### config.mk
export PLATFORM = sky130hd
export DESIGN_NAME = directive_introducer_scanner_core
export DESIGN_NICKNAME = d
export VERILOG_FILES = /design/src/rtl/dis_pkg.sv /design/src/rtl/dis_front.sv /design/src/rtl/dis_queue.sv /design/src/rtl/dis_back.sv /design/src/rtl/directive_introducer_scanner_core.sv
export VERILOG_INCLUDE_DIRS = /design/src /design/src/rtl
export SDC_FILE = /design/constraint.sdc
export NUM_CORES = 1
export LEC_CHECK = 0
export ABC_AREA = 1
export ABC_CLOCK_PERIOD_IN_PS = 3370
export CAP_MARGIN = 0
export CORE_MARGIN = 3
export CORE_UTILIZATION = 35
export DETAILED_ROUTE_END_ITERATION = 8
export DONT_BUFFER_PORTS = 1
export GPL_TIMING_DRIVEN = 1
export PLACE_DENSITY_LB_ADDON = 0.2
export SETUP_SLACK_MARGIN = 0.1
export SLEW_MARGIN = 15
export SYNTH_ARGS = -nofsm -noshare
export SYNTH_HDL_FRONTEND = slang
export SYNTH_SLANG_ARGS = --single-unit
### constraint.sdc
create_clock -name aclk -period 3.37 [get_ports aclk]
set_clock_uncertainty 0.05 [all_clocks]
set_input_delay 0.1685 -clock aclk [delete_from_list [all_inputs] [get_ports aclk]]
set_output_delay 0.1685 -clock aclk [all_outputs]
set_load 0.03 [all_outputs]
### src/rtl/directive_introducer_scanner_core_macros.svh
// ----------------------------------------------------------------------------
// Assertion macros for the directive introducer scanner
// Concurrent assertions that vanish when SYNTHESIS is defined.
// ----------------------------------------------------------------------------
`ifndef DIRECTIVE_INTRODUCER_SCANNER_CORE_MACROS_SVH
`define DIRECTIVE_INTRODUCER_SCANNER_CORE_MACROS_SVH

`ifndef SYNTHESIS

// Antecedent implies consequent in the same cycle.
`define DIS_ASSERT_SAME(label, clk, rst_n, ante, cons) \
    label: assert property (@(posedge clk) disable iff (!(rst_n)) (ante) |-> (cons)) \
        else $error("assertion failed in directive introducer scanner");

// Antecedent implies consequent in the following cycle.
`define DIS_ASSERT_NEXT(label, clk, rst_n, ante, cons) \
    label: assert property (@(posedge clk) disable iff (!(rst_n)) (ante) |=> (cons)) \
        else $error("assertion failed in directive introducer scanner");

`else

`define DIS_ASSERT_SAME(label, clk, rst_n, ante, cons)
`define DIS_ASSERT_NEXT(label, clk, rst_n, ante, cons)

`endif

`endif

### src/rtl/dis_pkg.sv
// ----------------------------------------------------------------------------
// Directive introducer scanner package
// Shared types, constants and the byte classifier.
// ----------------------------------------------------------------------------
package dis_pkg;

    localparam int POSITION_BITS = 32;
    localparam int OFFSET_BITS   = 32;
    localparam int SUM_BITS      = ((POSITION_BITS > OFFSET_BITS) ? POSITION_BITS
                                                                   : OFFSET_BITS) + 1;
    localparam int QUEUE_DEPTH   = 2;
    localparam int QPTR_BITS     = (QUEUE_DEPTH > 1) ? $clog2(QUEUE_DEPTH) : 1;
    localparam int QCNT_BITS     = $clog2(QUEUE_DEPTH + 1);

    localparam logic [POSITION_BITS-1:0] POS_MAX = {POSITION_BITS{1'b1}};
    localparam logic [OFFSET_BITS-1:0]   OFF_MAX = {OFFSET_BITS{1'b1}};

    localparam logic [7:0] CHR_HASH  = 8'h23;
    localparam logic [7:0] CHR_BSL   = 8'h5C;
    localparam logic [7:0] CHR_CR    = 8'h0D;
    localparam logic [7:0] CHR_LF    = 8'h0A;
    localparam logic [7:0] CHR_SLASH = 8'h2F;
    localparam logic [7:0] CHR_STAR  = 8'h2A;
    localparam logic [7:0] CHR_SP    = 8'h20;
    localparam logic [7:0] CHR_TAB   = 8'h09;
    localparam logic [7:0] CHR_VT    = 8'h0B;
    localparam logic [7:0] CHR_FF    = 8'h0C;

    typedef enum logic [2:0] {
        CLS_OTHER = 3'd0,
        CLS_HASH  = 3'd1,
        CLS_BSL   = 3'd2,
        CLS_CR    = 3'd3,
        CLS_LF    = 3'd4,
        CLS_HWS   = 3'd5,
        CLS_SLASH = 3'd6,
        CLS_STAR  = 3'd7
    } cls_t;

    typedef enum logic [2:0] {
        MODE_NORMAL = 3'b001,
        MODE_BLOCK  = 3'b010,
        MODE_LINE   = 3'b100
    } mode_t;

    typedef enum logic [4:0] {
        PEND_NONE   = 5'b00001,
        PEND_SLASH  = 5'b00010,
        PEND_STAR   = 5'b00100,
        PEND_BSL    = 5'b01000,
        PEND_BSL_WS = 5'b10000
    } pend_t;

    typedef struct packed {
        cls_t                     cls;
        logic                     last;
        logic [POSITION_BITS-1:0] pos;
    } item_t;

    typedef struct packed {
        logic                 pop;
        logic                 last;
        logic                 reported;
        logic [QCNT_BITS-1:0] q_count;
    } scan_status_t;

    function automatic cls_t classify(input logic [7:0] c);
        cls_t cls;
        case (c)
            CHR_HASH:                         cls = CLS_HASH;
            CHR_BSL:                          cls = CLS_BSL;
            CHR_CR:                           cls = CLS_CR;
            CHR_LF:                           cls = CLS_LF;
            CHR_SLASH:                        cls = CLS_SLASH;
            CHR_STAR:                         cls = CLS_STAR;
            CHR_SP, CHR_TAB, CHR_VT, CHR_FF:  cls = CLS_HWS;
            default:                          cls = CLS_OTHER;
        endcase
        return cls;
    endfunction

endpackage

### src/rtl/dis_front.sv
// ----------------------------------------------------------------------------
// Scanner front end
// Accepts bytes, classifies them and tags each with its position in the text.
// ----------------------------------------------------------------------------
module dis_front (
    input  logic             aclk,
    input  logic             aresetn,
    input  logic             s_tvalid,
    output logic             s_tready,
    input  logic [7:0]       s_tdata,
    input  logic             s_tlast,
    input  logic             q_full,
    output logic             q_push,
    output dis_pkg::item_t   q_item
);

    logic [dis_pkg::POSITION_BITS-1:0] pos_reg;
    logic [dis_pkg::POSITION_BITS-1:0] pos_next;

    assign s_tready = !q_full;
    assign q_push   = s_tvalid && !q_full;

    assign q_item.cls  = dis_pkg::classify(s_tdata);
    assign q_item.last = s_tlast;
    assign q_item.pos  = pos_reg;

    // The position saturates and starts again at zero after the last word of a text.
    always_comb begin
        pos_next = pos_reg;
        if (q_push) begin
            if (s_tlast) begin
                pos_next = '0;
            end else if (pos_reg != dis_pkg::POS_MAX) begin
                pos_next = pos_reg + 1'b1;
            end
        end
    end

    always_ff @(posedge aclk) begin
        if (!aresetn) begin
            pos_reg <= '0;
        end else begin
            pos_reg <= pos_next;
        end
    end

endmodule

### src/rtl/dis_queue.sv
// ----------------------------------------------------------------------------
// Scanner item queue
// Short FIFO that decouples the front end from the scan engine.
// ----------------------------------------------------------------------------
module dis_queue (
    input  logic                          aclk,
    input  logic                          aresetn,
    input  logic                          push,
    input  dis_pkg::item_t                push_item,
    output logic                          full,
    input  logic                          pop,
    output logic                          not_empty,
    output dis_pkg::item_t                head_item,
    output logic [dis_pkg::QCNT_BITS-1:0] count
);

    dis_pkg::item_t                    mem_reg [dis_pkg::QUEUE_DEPTH];
    logic [dis_pkg::QPTR_BITS-1:0]     wr_ptr_reg;
    logic [dis_pkg::QPTR_BITS-1:0]     wr_ptr_next;
    logic [dis_pkg::QPTR_BITS-1:0]     rd_ptr_reg;
    logic [dis_pkg::QPTR_BITS-1:0]     rd_ptr_next;
    logic [dis_pkg::QCNT_BITS-1:0]     count_reg;
    logic [dis_pkg::QCNT_BITS-1:0]     count_next;
    logic                              do_push;
    logic                              do_pop;

    localparam logic [dis_pkg::QPTR_BITS-1:0] PTR_LAST =
        dis_pkg::QPTR_BITS'(dis_pkg::QUEUE_DEPTH - 1);
    localparam logic [dis_pkg::QCNT_BITS-1:0] CNT_FULL =
        dis_pkg::QCNT_BITS'(dis_pkg::QUEUE_DEPTH);

    assign full      = (count_reg == CNT_FULL);
    assign not_empty = (count_reg != '0);
    assign head_item = mem_reg[rd_ptr_reg];
    assign count     = count_reg;
    assign do_push   = push && !full;
    assign do_pop    = pop && not_empty;

    always_comb begin
        wr_ptr_next = wr_ptr_reg;
        rd_ptr_next = rd_ptr_reg;
        count_next  = count_reg;
        if (do_push) begin
            wr_ptr_next = (wr_ptr_reg == PTR_LAST) ? '0 : wr_ptr_reg + 1'b1;
        end
        if (do_pop) begin
            rd_ptr_next = (rd_ptr_reg == PTR_LAST) ? '0 : rd_ptr_reg + 1'b1;
        end
        if (do_push && !do_pop) begin
            count_next = count_reg + 1'b1;
        end else if (do_pop && !do_push) begin
            count_next = count_reg - 1'b1;
        end
    end

    always_ff @(posedge aclk) begin
        if (!aresetn) begin
            wr_ptr_reg <= '0;
            rd_ptr_reg <= '0;
            count_reg  <= '0;
        end else begin
            wr_ptr_reg <= wr_ptr_next;
            rd_ptr_reg <= rd_ptr_next;
            count_reg  <= count_next;
        end
    end

    always_ff @(posedge aclk) begin
        if (do_push) begin
            mem_reg[wr_ptr_reg] <= push_item;
        end
    end

endmodule

### src/rtl/dis_back.sv
// ----------------------------------------------------------------------------
// Scanner engine
// Runs the lexical state machine on classified bytes and registers the result.
// ----------------------------------------------------------------------------
module dis_back (
    input  logic                            aclk,
    input  logic                            aresetn,
    input  logic                            cfg_we,
    input  logic [dis_pkg::OFFSET_BITS-1:0] cfg_wdata,
    input  logic                            q_not_empty,
    input  dis_pkg::item_t                  q_item,
    output logic                            q_pop,
    output logic                            m_tvalid,
    input  logic                            m_tready,
    output logic [dis_pkg::OFFSET_BITS-1:0] m_offset,
    output logic                            m_found,
    output logic                            st_reported
);

    logic [dis_pkg::OFFSET_BITS-1:0] base_reg;
    dis_pkg::mode_t                  mode_reg,  mode_next;
    dis_pkg::pend_t                  pend_reg,  pend_next;
    logic                            triv_reg,  triv_next;
    logic                            cbp_reg,   cbp_next;
    logic                            psr_reg,   psr_next;
    logic                            rep_reg,   rep_next;
    logic                            ovalid_reg;
    logic                            found_reg;
    logic [dis_pkg::OFFSET_BITS-1:0] offset_reg;

    dis_pkg::mode_t                  mode_s;
    dis_pkg::pend_t                  pend_s;
    logic                            triv_s, cbp_s, psr_s;
    logic                            hit;
    logic                            fresh;
    logic                            is_nl;
    logic                            emit;
    logic [dis_pkg::SUM_BITS-1:0]    sum;
    logic [dis_pkg::OFFSET_BITS-1:0] sat_offset;

    assign q_pop       = q_not_empty && (!ovalid_reg || m_tready);
    assign m_tvalid    = ovalid_reg;
    assign m_found     = found_reg;
    assign m_offset    = offset_reg;
    assign st_reported = rep_reg;

    assign is_nl = (q_item.cls == dis_pkg::CLS_CR) || (q_item.cls == dis_pkg::CLS_LF);

    // One step of the scanner for the byte at the head of the queue.
    always_comb begin
        mode_s = mode_reg;
        pend_s = pend_reg;
        triv_s = triv_reg;
        cbp_s  = cbp_reg;
        psr_s  = psr_reg;
        hit    = 1'b0;
        fresh  = 1'b1;
        if (psr_reg) begin
            psr_s = 1'b0;
            if (q_item.cls == dis_pkg::CLS_LF) begin
                fresh = 1'b0;
            end
        end
        if (fresh) begin
            case (pend_reg)
                dis_pkg::PEND_SLASH: begin
                    pend_s = dis_pkg::PEND_NONE;
                    if (q_item.cls == dis_pkg::CLS_STAR) begin
                        cbp_s  = triv_reg;
                        mode_s = dis_pkg::MODE_BLOCK;
                        fresh  = 1'b0;
                    end else if (q_item.cls == dis_pkg::CLS_SLASH) begin
                        mode_s = dis_pkg::MODE_LINE;
                        fresh  = 1'b0;
                    end else begin
                        triv_s = 1'b0;
                    end
                end
                dis_pkg::PEND_STAR: begin
                    pend_s = dis_pkg::PEND_NONE;
                    if (q_item.cls == dis_pkg::CLS_SLASH) begin
                        mode_s = dis_pkg::MODE_NORMAL;
                        fresh  = 1'b0;
                    end
                end
                dis_pkg::PEND_BSL, dis_pkg::PEND_BSL_WS: begin
                    if (q_item.cls == dis_pkg::CLS_HWS) begin
                        pend_s = dis_pkg::PEND_BSL_WS;
                        fresh  = 1'b0;
                    end else begin
                        pend_s = dis_pkg::PEND_NONE;
                        if (is_nl) begin
                            psr_s = (q_item.cls == dis_pkg::CLS_CR);
                            fresh = 1'b0;
                        end else if (mode_reg == dis_pkg::MODE_NORMAL) begin
                            triv_s = 1'b0;
                        end
                    end
                end
                default: begin
                    pend_s = dis_pkg::PEND_NONE;
                end
            endcase
        end
        // A byte with nothing left pending, judged in the mode it sees.
        if (fresh) begin
            if (q_item.cls == dis_pkg::CLS_BSL) begin
                pend_s = dis_pkg::PEND_BSL;
            end else begin
                case (mode_s)
                    dis_pkg::MODE_BLOCK: begin
                        if (q_item.cls == dis_pkg::CLS_STAR) begin
                            pend_s = dis_pkg::PEND_STAR;
                        end else if (is_nl) begin
                            triv_s = cbp_s;
                        end
                    end
                    dis_pkg::MODE_LINE: begin
                        if (is_nl) begin
                            mode_s = dis_pkg::MODE_NORMAL;
                            triv_s = 1'b1;
                        end
                    end
                    default: begin
                        if (q_item.cls == dis_pkg::CLS_SLASH) begin
                            pend_s = dis_pkg::PEND_SLASH;
                        end else if (is_nl) begin
                            triv_s = 1'b1;
                        end else if (triv_s && q_item.cls == dis_pkg::CLS_HWS) begin
                            triv_s = triv_s;
                        end else if (triv_s && q_item.cls == dis_pkg::CLS_HASH) begin
                            hit = 1'b1;
                        end else begin
                            triv_s = 1'b0;
                        end
                    end
                endcase
            end
        end
    end

    // The sum is wide enough that neither term can overflow it.
    assign sum = dis_pkg::SUM_BITS'(q_item.pos) + dis_pkg::SUM_BITS'(base_reg);
    assign sat_offset = (sum > dis_pkg::SUM_BITS'(dis_pkg::OFF_MAX)) ? dis_pkg::OFF_MAX
                                                                     : sum[dis_pkg::OFFSET_BITS-1:0];

    assign emit = q_pop && !rep_reg && (hit || q_item.last);

    always_comb begin
        mode_next = mode_reg;
        pend_next = pend_reg;
        triv_next = triv_reg;
        cbp_next  = cbp_reg;
        psr_next  = psr_reg;
        rep_next  = rep_reg;
        if (q_pop) begin
            if (q_item.last) begin
                mode_next = dis_pkg::MODE_NORMAL;
                pend_next = dis_pkg::PEND_NONE;
                triv_next = 1'b1;
                cbp_next  = 1'b0;
                psr_next  = 1'b0;
                rep_next  = 1'b0;
            end else if (!rep_reg) begin
                mode_next = mode_s;
                pend_next = pend_s;
                triv_next = triv_s;
                cbp_next  = cbp_s;
                psr_next  = psr_s;
                rep_next  = hit;
            end
        end
    end

    always_ff @(posedge aclk) begin
        if (!aresetn) begin
            base_reg   <= '0;
            mode_reg   <= dis_pkg::MODE_NORMAL;
            pend_reg   <= dis_pkg::PEND_NONE;
            triv_reg   <= 1'b1;
            cbp_reg    <= 1'b0;
            psr_reg    <= 1'b0;
            rep_reg    <= 1'b0;
            ovalid_reg <= 1'b0;
        end else begin
            if (cfg_we) begin
                base_reg <= cfg_wdata;
            end
            mode_reg <= mode_next;
            pend_reg <= pend_next;
            triv_reg <= triv_next;
            cbp_reg  <= cbp_next;
            psr_reg  <= psr_next;
            rep_reg  <= rep_next;
            if (emit) begin
                ovalid_reg <= 1'b1;
            end else if (m_tready) begin
                ovalid_reg <= 1'b0;
            end
        end
    end

    always_ff @(posedge aclk) begin
        if (emit) begin
            found_reg  <= hit;
            offset_reg <= hit ? sat_offset : '0;
        end
    end

endmodule

### src/rtl/directive_introducer_scanner_core.sv
// ----------------------------------------------------------------------------
// Directive introducer scanner
// Finds the first '#' in C source text that opens a preprocessing directive.
// ----------------------------------------------------------------------------
//
//  Channel   Direction  Handshake            Contents
//  s_        in         s_tvalid / s_tready  one source byte, tlast ends the text
//  m_        out        m_tvalid / m_tready  hash offset, tuser says found
//  cfg_      in         cfg_we               base offset of the first byte
//
// One byte is taken in every cycle while the queue has room; the scan state
// machine settles each byte as it is popped, and the result register frees
// itself whenever it is taken. A result passes through a queue entry and then
// the result register after the word that causes it is accepted. Reset is
// synchronous and active low; no clearing pass. A stalled result holds the
// engine, and the two-entry queue then fills and deasserts s_tready.
//
`include "directive_introducer_scanner_core_macros.svh"

module directive_introducer_scanner_core (
    input  logic        aclk,
    input  logic        aresetn,
    input  logic        cfg_we,
    input  logic [31:0] cfg_wdata,
    input  logic        s_tvalid,
    output logic        s_tready,
    input  logic [7:0]  s_tdata,   // [7:0] data_byte
    input  logic        s_tlast,
    output logic        m_tvalid,
    input  logic        m_tready,
    output logic [31:0] m_tdata,   // [31:0] hash_offset
    output logic [0:0]  m_tuser    // [0] found
);

    logic                    q_push;
    logic                    q_full;
    logic                    q_not_empty;
    logic                    q_pop;
    dis_pkg::item_t          push_item;
    dis_pkg::item_t          head_item;
    dis_pkg::scan_status_t   status;
    logic [dis_pkg::QCNT_BITS-1:0] q_count;
    logic                    reported;
    logic                    found;

    dis_front u_front (
        .aclk     (aclk),
        .aresetn  (aresetn),
        .s_tvalid (s_tvalid),
        .s_tready (s_tready),
        .s_tdata  (s_tdata),
        .s_tlast  (s_tlast),
        .q_full   (q_full),
        .q_push   (q_push),
        .q_item   (push_item)
    );

    dis_queue u_queue (
        .aclk      (aclk),
        .aresetn   (aresetn),
        .push      (q_push),
        .push_item (push_item),
        .full      (q_full),
        .pop       (q_pop),
        .not_empty (q_not_empty),
        .head_item (head_item),
        .count     (q_count)
    );

    dis_back u_back (
        .aclk        (aclk),
        .aresetn     (aresetn),
        .cfg_we      (cfg_we),
        .cfg_wdata   (cfg_wdata),
        .q_not_empty (q_not_empty),
        .q_item      (head_item),
        .q_pop       (q_pop),
        .m_tvalid    (m_tvalid),
        .m_tready    (m_tready),
        .m_offset    (m_tdata),
        .m_found     (found),
        .st_reported (reported)
    );

    assign m_tuser[0] = found;

    assign status.pop      = q_pop;
    assign status.last     = head_item.last;
    assign status.reported = reported;
    assign status.q_count  = q_count;

    // The last word of a text that has not yet reported always yields a result.
    `DIS_ASSERT_NEXT(a_last_gives_result, aclk, aresetn, status.pop && status.last && !status.reported, m_tvalid)
    // A not-found result carries a zero offset.
    `DIS_ASSERT_SAME(a_not_found_zero, aclk, aresetn, m_tvalid && !m_tuser[0], m_tdata == 32'd0)
    // The queue never holds more words than it has entries.
    `DIS_ASSERT_SAME(a_queue_bound, aclk, aresetn, 1'b1, status.q_count <= dis_pkg::QCNT_BITS'(dis_pkg::QUEUE_DEPTH))

endmodule
==> impl_metrics.tcl <==
set metrics [dict create \
    cts_setup_buffers 0 \
    reg2reg_depth 17 \
    grt_usage_pct 17.6 \
    antenna_found_initial 0 \
    whs_ps 22.6 \
    crit_end "u_back.m_offset[30]" \
    drc 0 \
    fp.dieH_um 176 \
    row_count 61 \
    routed_wl_um 27100 \
    status "finished, final reports clean" \
    tightest_slew_ps 1150 \
    io_buffers 0 \
    gr-max-usage-layer "met2" \
    timing.final.crit_share_pct 88.5 \
    ant_nets 0 \
    tritoncts "yes" \
    drtIter0Drc 492 \
    hold_viol 0 \
    io_pins 81 \
    cts_max_path_buffers 2 \
    critPathKind "flop to flop" \
    grt_pass1_vias 8284 \
    synth_nets 1379 \
    crit_top_cell "nand2_1" \
    nets 1444 \
    clock-sinks 187 \
    design_area_um2 11900 \
    ctsRootBufferMaster "clkbuf_16" \
    hp-class "primary input to flop" \
    powerDensity_nw_per_um2 724 \
    via_count 8585 \
    slowest_delay_ps 400 \
    fp.coreArea_um2 28200 \
    clockPowerShare_pct 24.8 \
    leakage_nw 4.78 \
    ys.flop_type "edfxtp_1" \
    drt-pass1-iter-count 6 \
    setup_violations 0 \
    final_cell_mix "nand2_1, nor2_1, inv_1" \
    maxCapViolCount 0 \
    met2_usage_pct 29.7 \
    synth_enable_flop_cells 105 \
    r2r_slack_ps 390 \
    slowest_stage "fa_1" \
    final.setup.tns_ps 0 \
    grt_pass1_wl_um 43300 \
    critPathArrivalTime_ps 3100 \
    swShare_pct 40.6 \
    seqPwrFrac_pct 40.3 \
    areaGrowthSynthToFinish_pct 17.1 \
    cts_made_buffers 17 \
    power_w 0.00859 \
    seq_area_frac_synth_pct 47.4 \
    placed_cell_area_um2 10500 \
    nFillCells 2812 \
    async_reset_ff_share_pct 0 \
    path_max_fanout 9 \
    grt_util_met1_pct 23.7 \
    max-slew-margin-rel_pct 23.4 \
    htreeDepth 4 \
    die-area_um2 31000 \
    initial_utilization_pct 35.9 \
    grt_util_met3_pct 2.45 \
    synthCells 1298 \
    cp_cell_sequence "inv_1 > buf_4 > nand2_1 > nand2_1 > ha_1 > inv_1 > fa_1 > inv_1 > nand2_1 > o21ai_1 > a21oi_2 > o21ai_1 > nand2_1 > nand2_1 > nand2_1 > nand3_1 > a31oi_1" \
    period_minus_slack_ps 2980 \
    gp_congestion 0.909 \
    drive_above_1_share_pct 5.31 \
    synth_area_um2 10100 \
    grt-ovfl-total 0 \
    synth_cell_type_count 42 \
    die_x_um 176 \
    clk_pin_slew_ps 70 \
    fmax_ghz 0.335 \
    r2r-end "u_back.m_offset[30]" \
    power_switching_w 0.00348 \
    cp.required_ps 3490 \
    power.internal_w 0.00510 \
    clock_latency_ps 430 \
    synth_area_per_cell_um2 7.80 \
    worstSetupEndpointType "flop" \
    dp_hpwl_um 20000 \
    final_common_cell "nand2_1" \
    wl_per_cell_um 15.5 \
    vdd_drop_max_v 0.000369 \
    worst_setup_path_start_kind "flop" \
    largest_register_ffs 72 \
    slew_violations 0 \
    rsz0062_at_grt "false" \
    yosys_warnings 0 \
    routed_via_density 4.89 \
    comb_power_share_pct 34.9 \
    grt_max_degree 39 \
    insertedDiodeCount 0 \
    synth-seq-cells 187 \
]
[cell type report]
type	count	area [um2]	share of cell area (%)
clock buffers	19	443	3.74
clock inverters	13	183	1.54
inverters	127	477	4.02
multi-input cells	949	4670	39.4
flip-flops and latches	187	4790	40.4
well taps	378	473	3.99
repair buffers	81	811	6.84
[cells in the mapped netlist, types with 4 or more instances]
library cell / instances / area (um2)
nand2_1: 343 / 1290
nor2_1: 199 / 747
inv_1: 125 / 469
edfxtp_1: 105 / 3150
a21oi_1: 86 / 430
dfxtp_1: 82 / 1640
o21ai_0: 64 / 320
nor3_1: 48 / 240
nand3_1: 45 / 225
ha_1: 34 / 425
a31oi_1: 25 / 156
clkbuf_1: 21 / 78.8
xor2_1: 16 / 140
xnor2_1: 15 / 131
nand4_1: 12 / 75.1
nor4_1: 11 / 68.8
nand2_2: 7 / 43.8
or2_2: 7 / 43.8
buf_6: 6 / 67.6
o21bai_1: 6 / 45.0
o21ai_1: 5 / 25.0
buf_2: 4 / 20.0
[cell families (layout without fill, tap and decap cells)]
group	Yosys count	after routing	synth area share [%]
flip-flops	187	187	47.4
XOR/XNOR	31	31	2.68
adder cells (fa/ha/maj)	35	35	4.40
AO/OA/AOI/OAI	205	205	11.2
AND/OR/NAND/NOR	678	678	27.7
buffers and inverters	162	240	6.61
[per-stage QoR]
step	instances	util, %	worst slack, ps
finish	1754	42.1	389
global route	1754	42.1	101
CTS	1754	42.1	397
detailed placement	1655	37.4	406
global placement	1655	37.4	454
floorplan	1298	-	520
[worst max-delay path: cells and delay by family (launching register included)]
kind | cells | cell delay (ps)
buffers and inverters | 4 | 380
AOI/OAI and AO/OA | 4 | 790
adders and majority gates | 2 | 550
DFF | 1 | 320
and+or+nand+nor | 7 | 630
[worst min path at each step]
| stage | from | endpoint | slack (ps) | cells after the start |
|---|---|---|---|---|
| 2_1_floorplan | s_tlast | u_queue.mem_reg[0][32] | 220 | 0 |
| 3_3_place_gp | s_tlast | u_queue.mem_reg[1][32] | 230 | 0 |
| 3_5_place_dp | s_tlast | u_queue.mem_reg[1][32] | 230 | 0 |
| 4_1_cts | s_tlast | u_front.pos_reg[16] | 8 | 3 |
| 5_1_grt | aresetn | u_queue.count[1] | 30 | 3 |
| 6_report | s_tlast | u_front.pos_reg[16] | 20 | 3 |
[power groups by stage]
stage	Sequential [W]	Combinational (W)	Clock [W]
after floorplan	0.00346	0.00215	0
after global placement	0.00352	0.00290	0
after detailed placement	0.00352	0.00289	0
after CTS	0.00347	0.00298	0.00218
after global routing	0.00350	0.00338	0.00227
final	0.00346	0.00300	0.00213
[timing repair]
item | CTS | global route
hold buffers | 67 | 0
gates resized for setup | 0 | 1
setup endpoints to repair | 0 | 1
hold endpoints to repair | 66 | 0
[layer usage]
layer  vias up  share of wire [%]
li1       4447                  -
met1      3947                 49
met2       158                 47
met3        33                2.4
met4         0                1.8
met5         -                  0
Note: power is estimated with default switching activity, not from simulation.
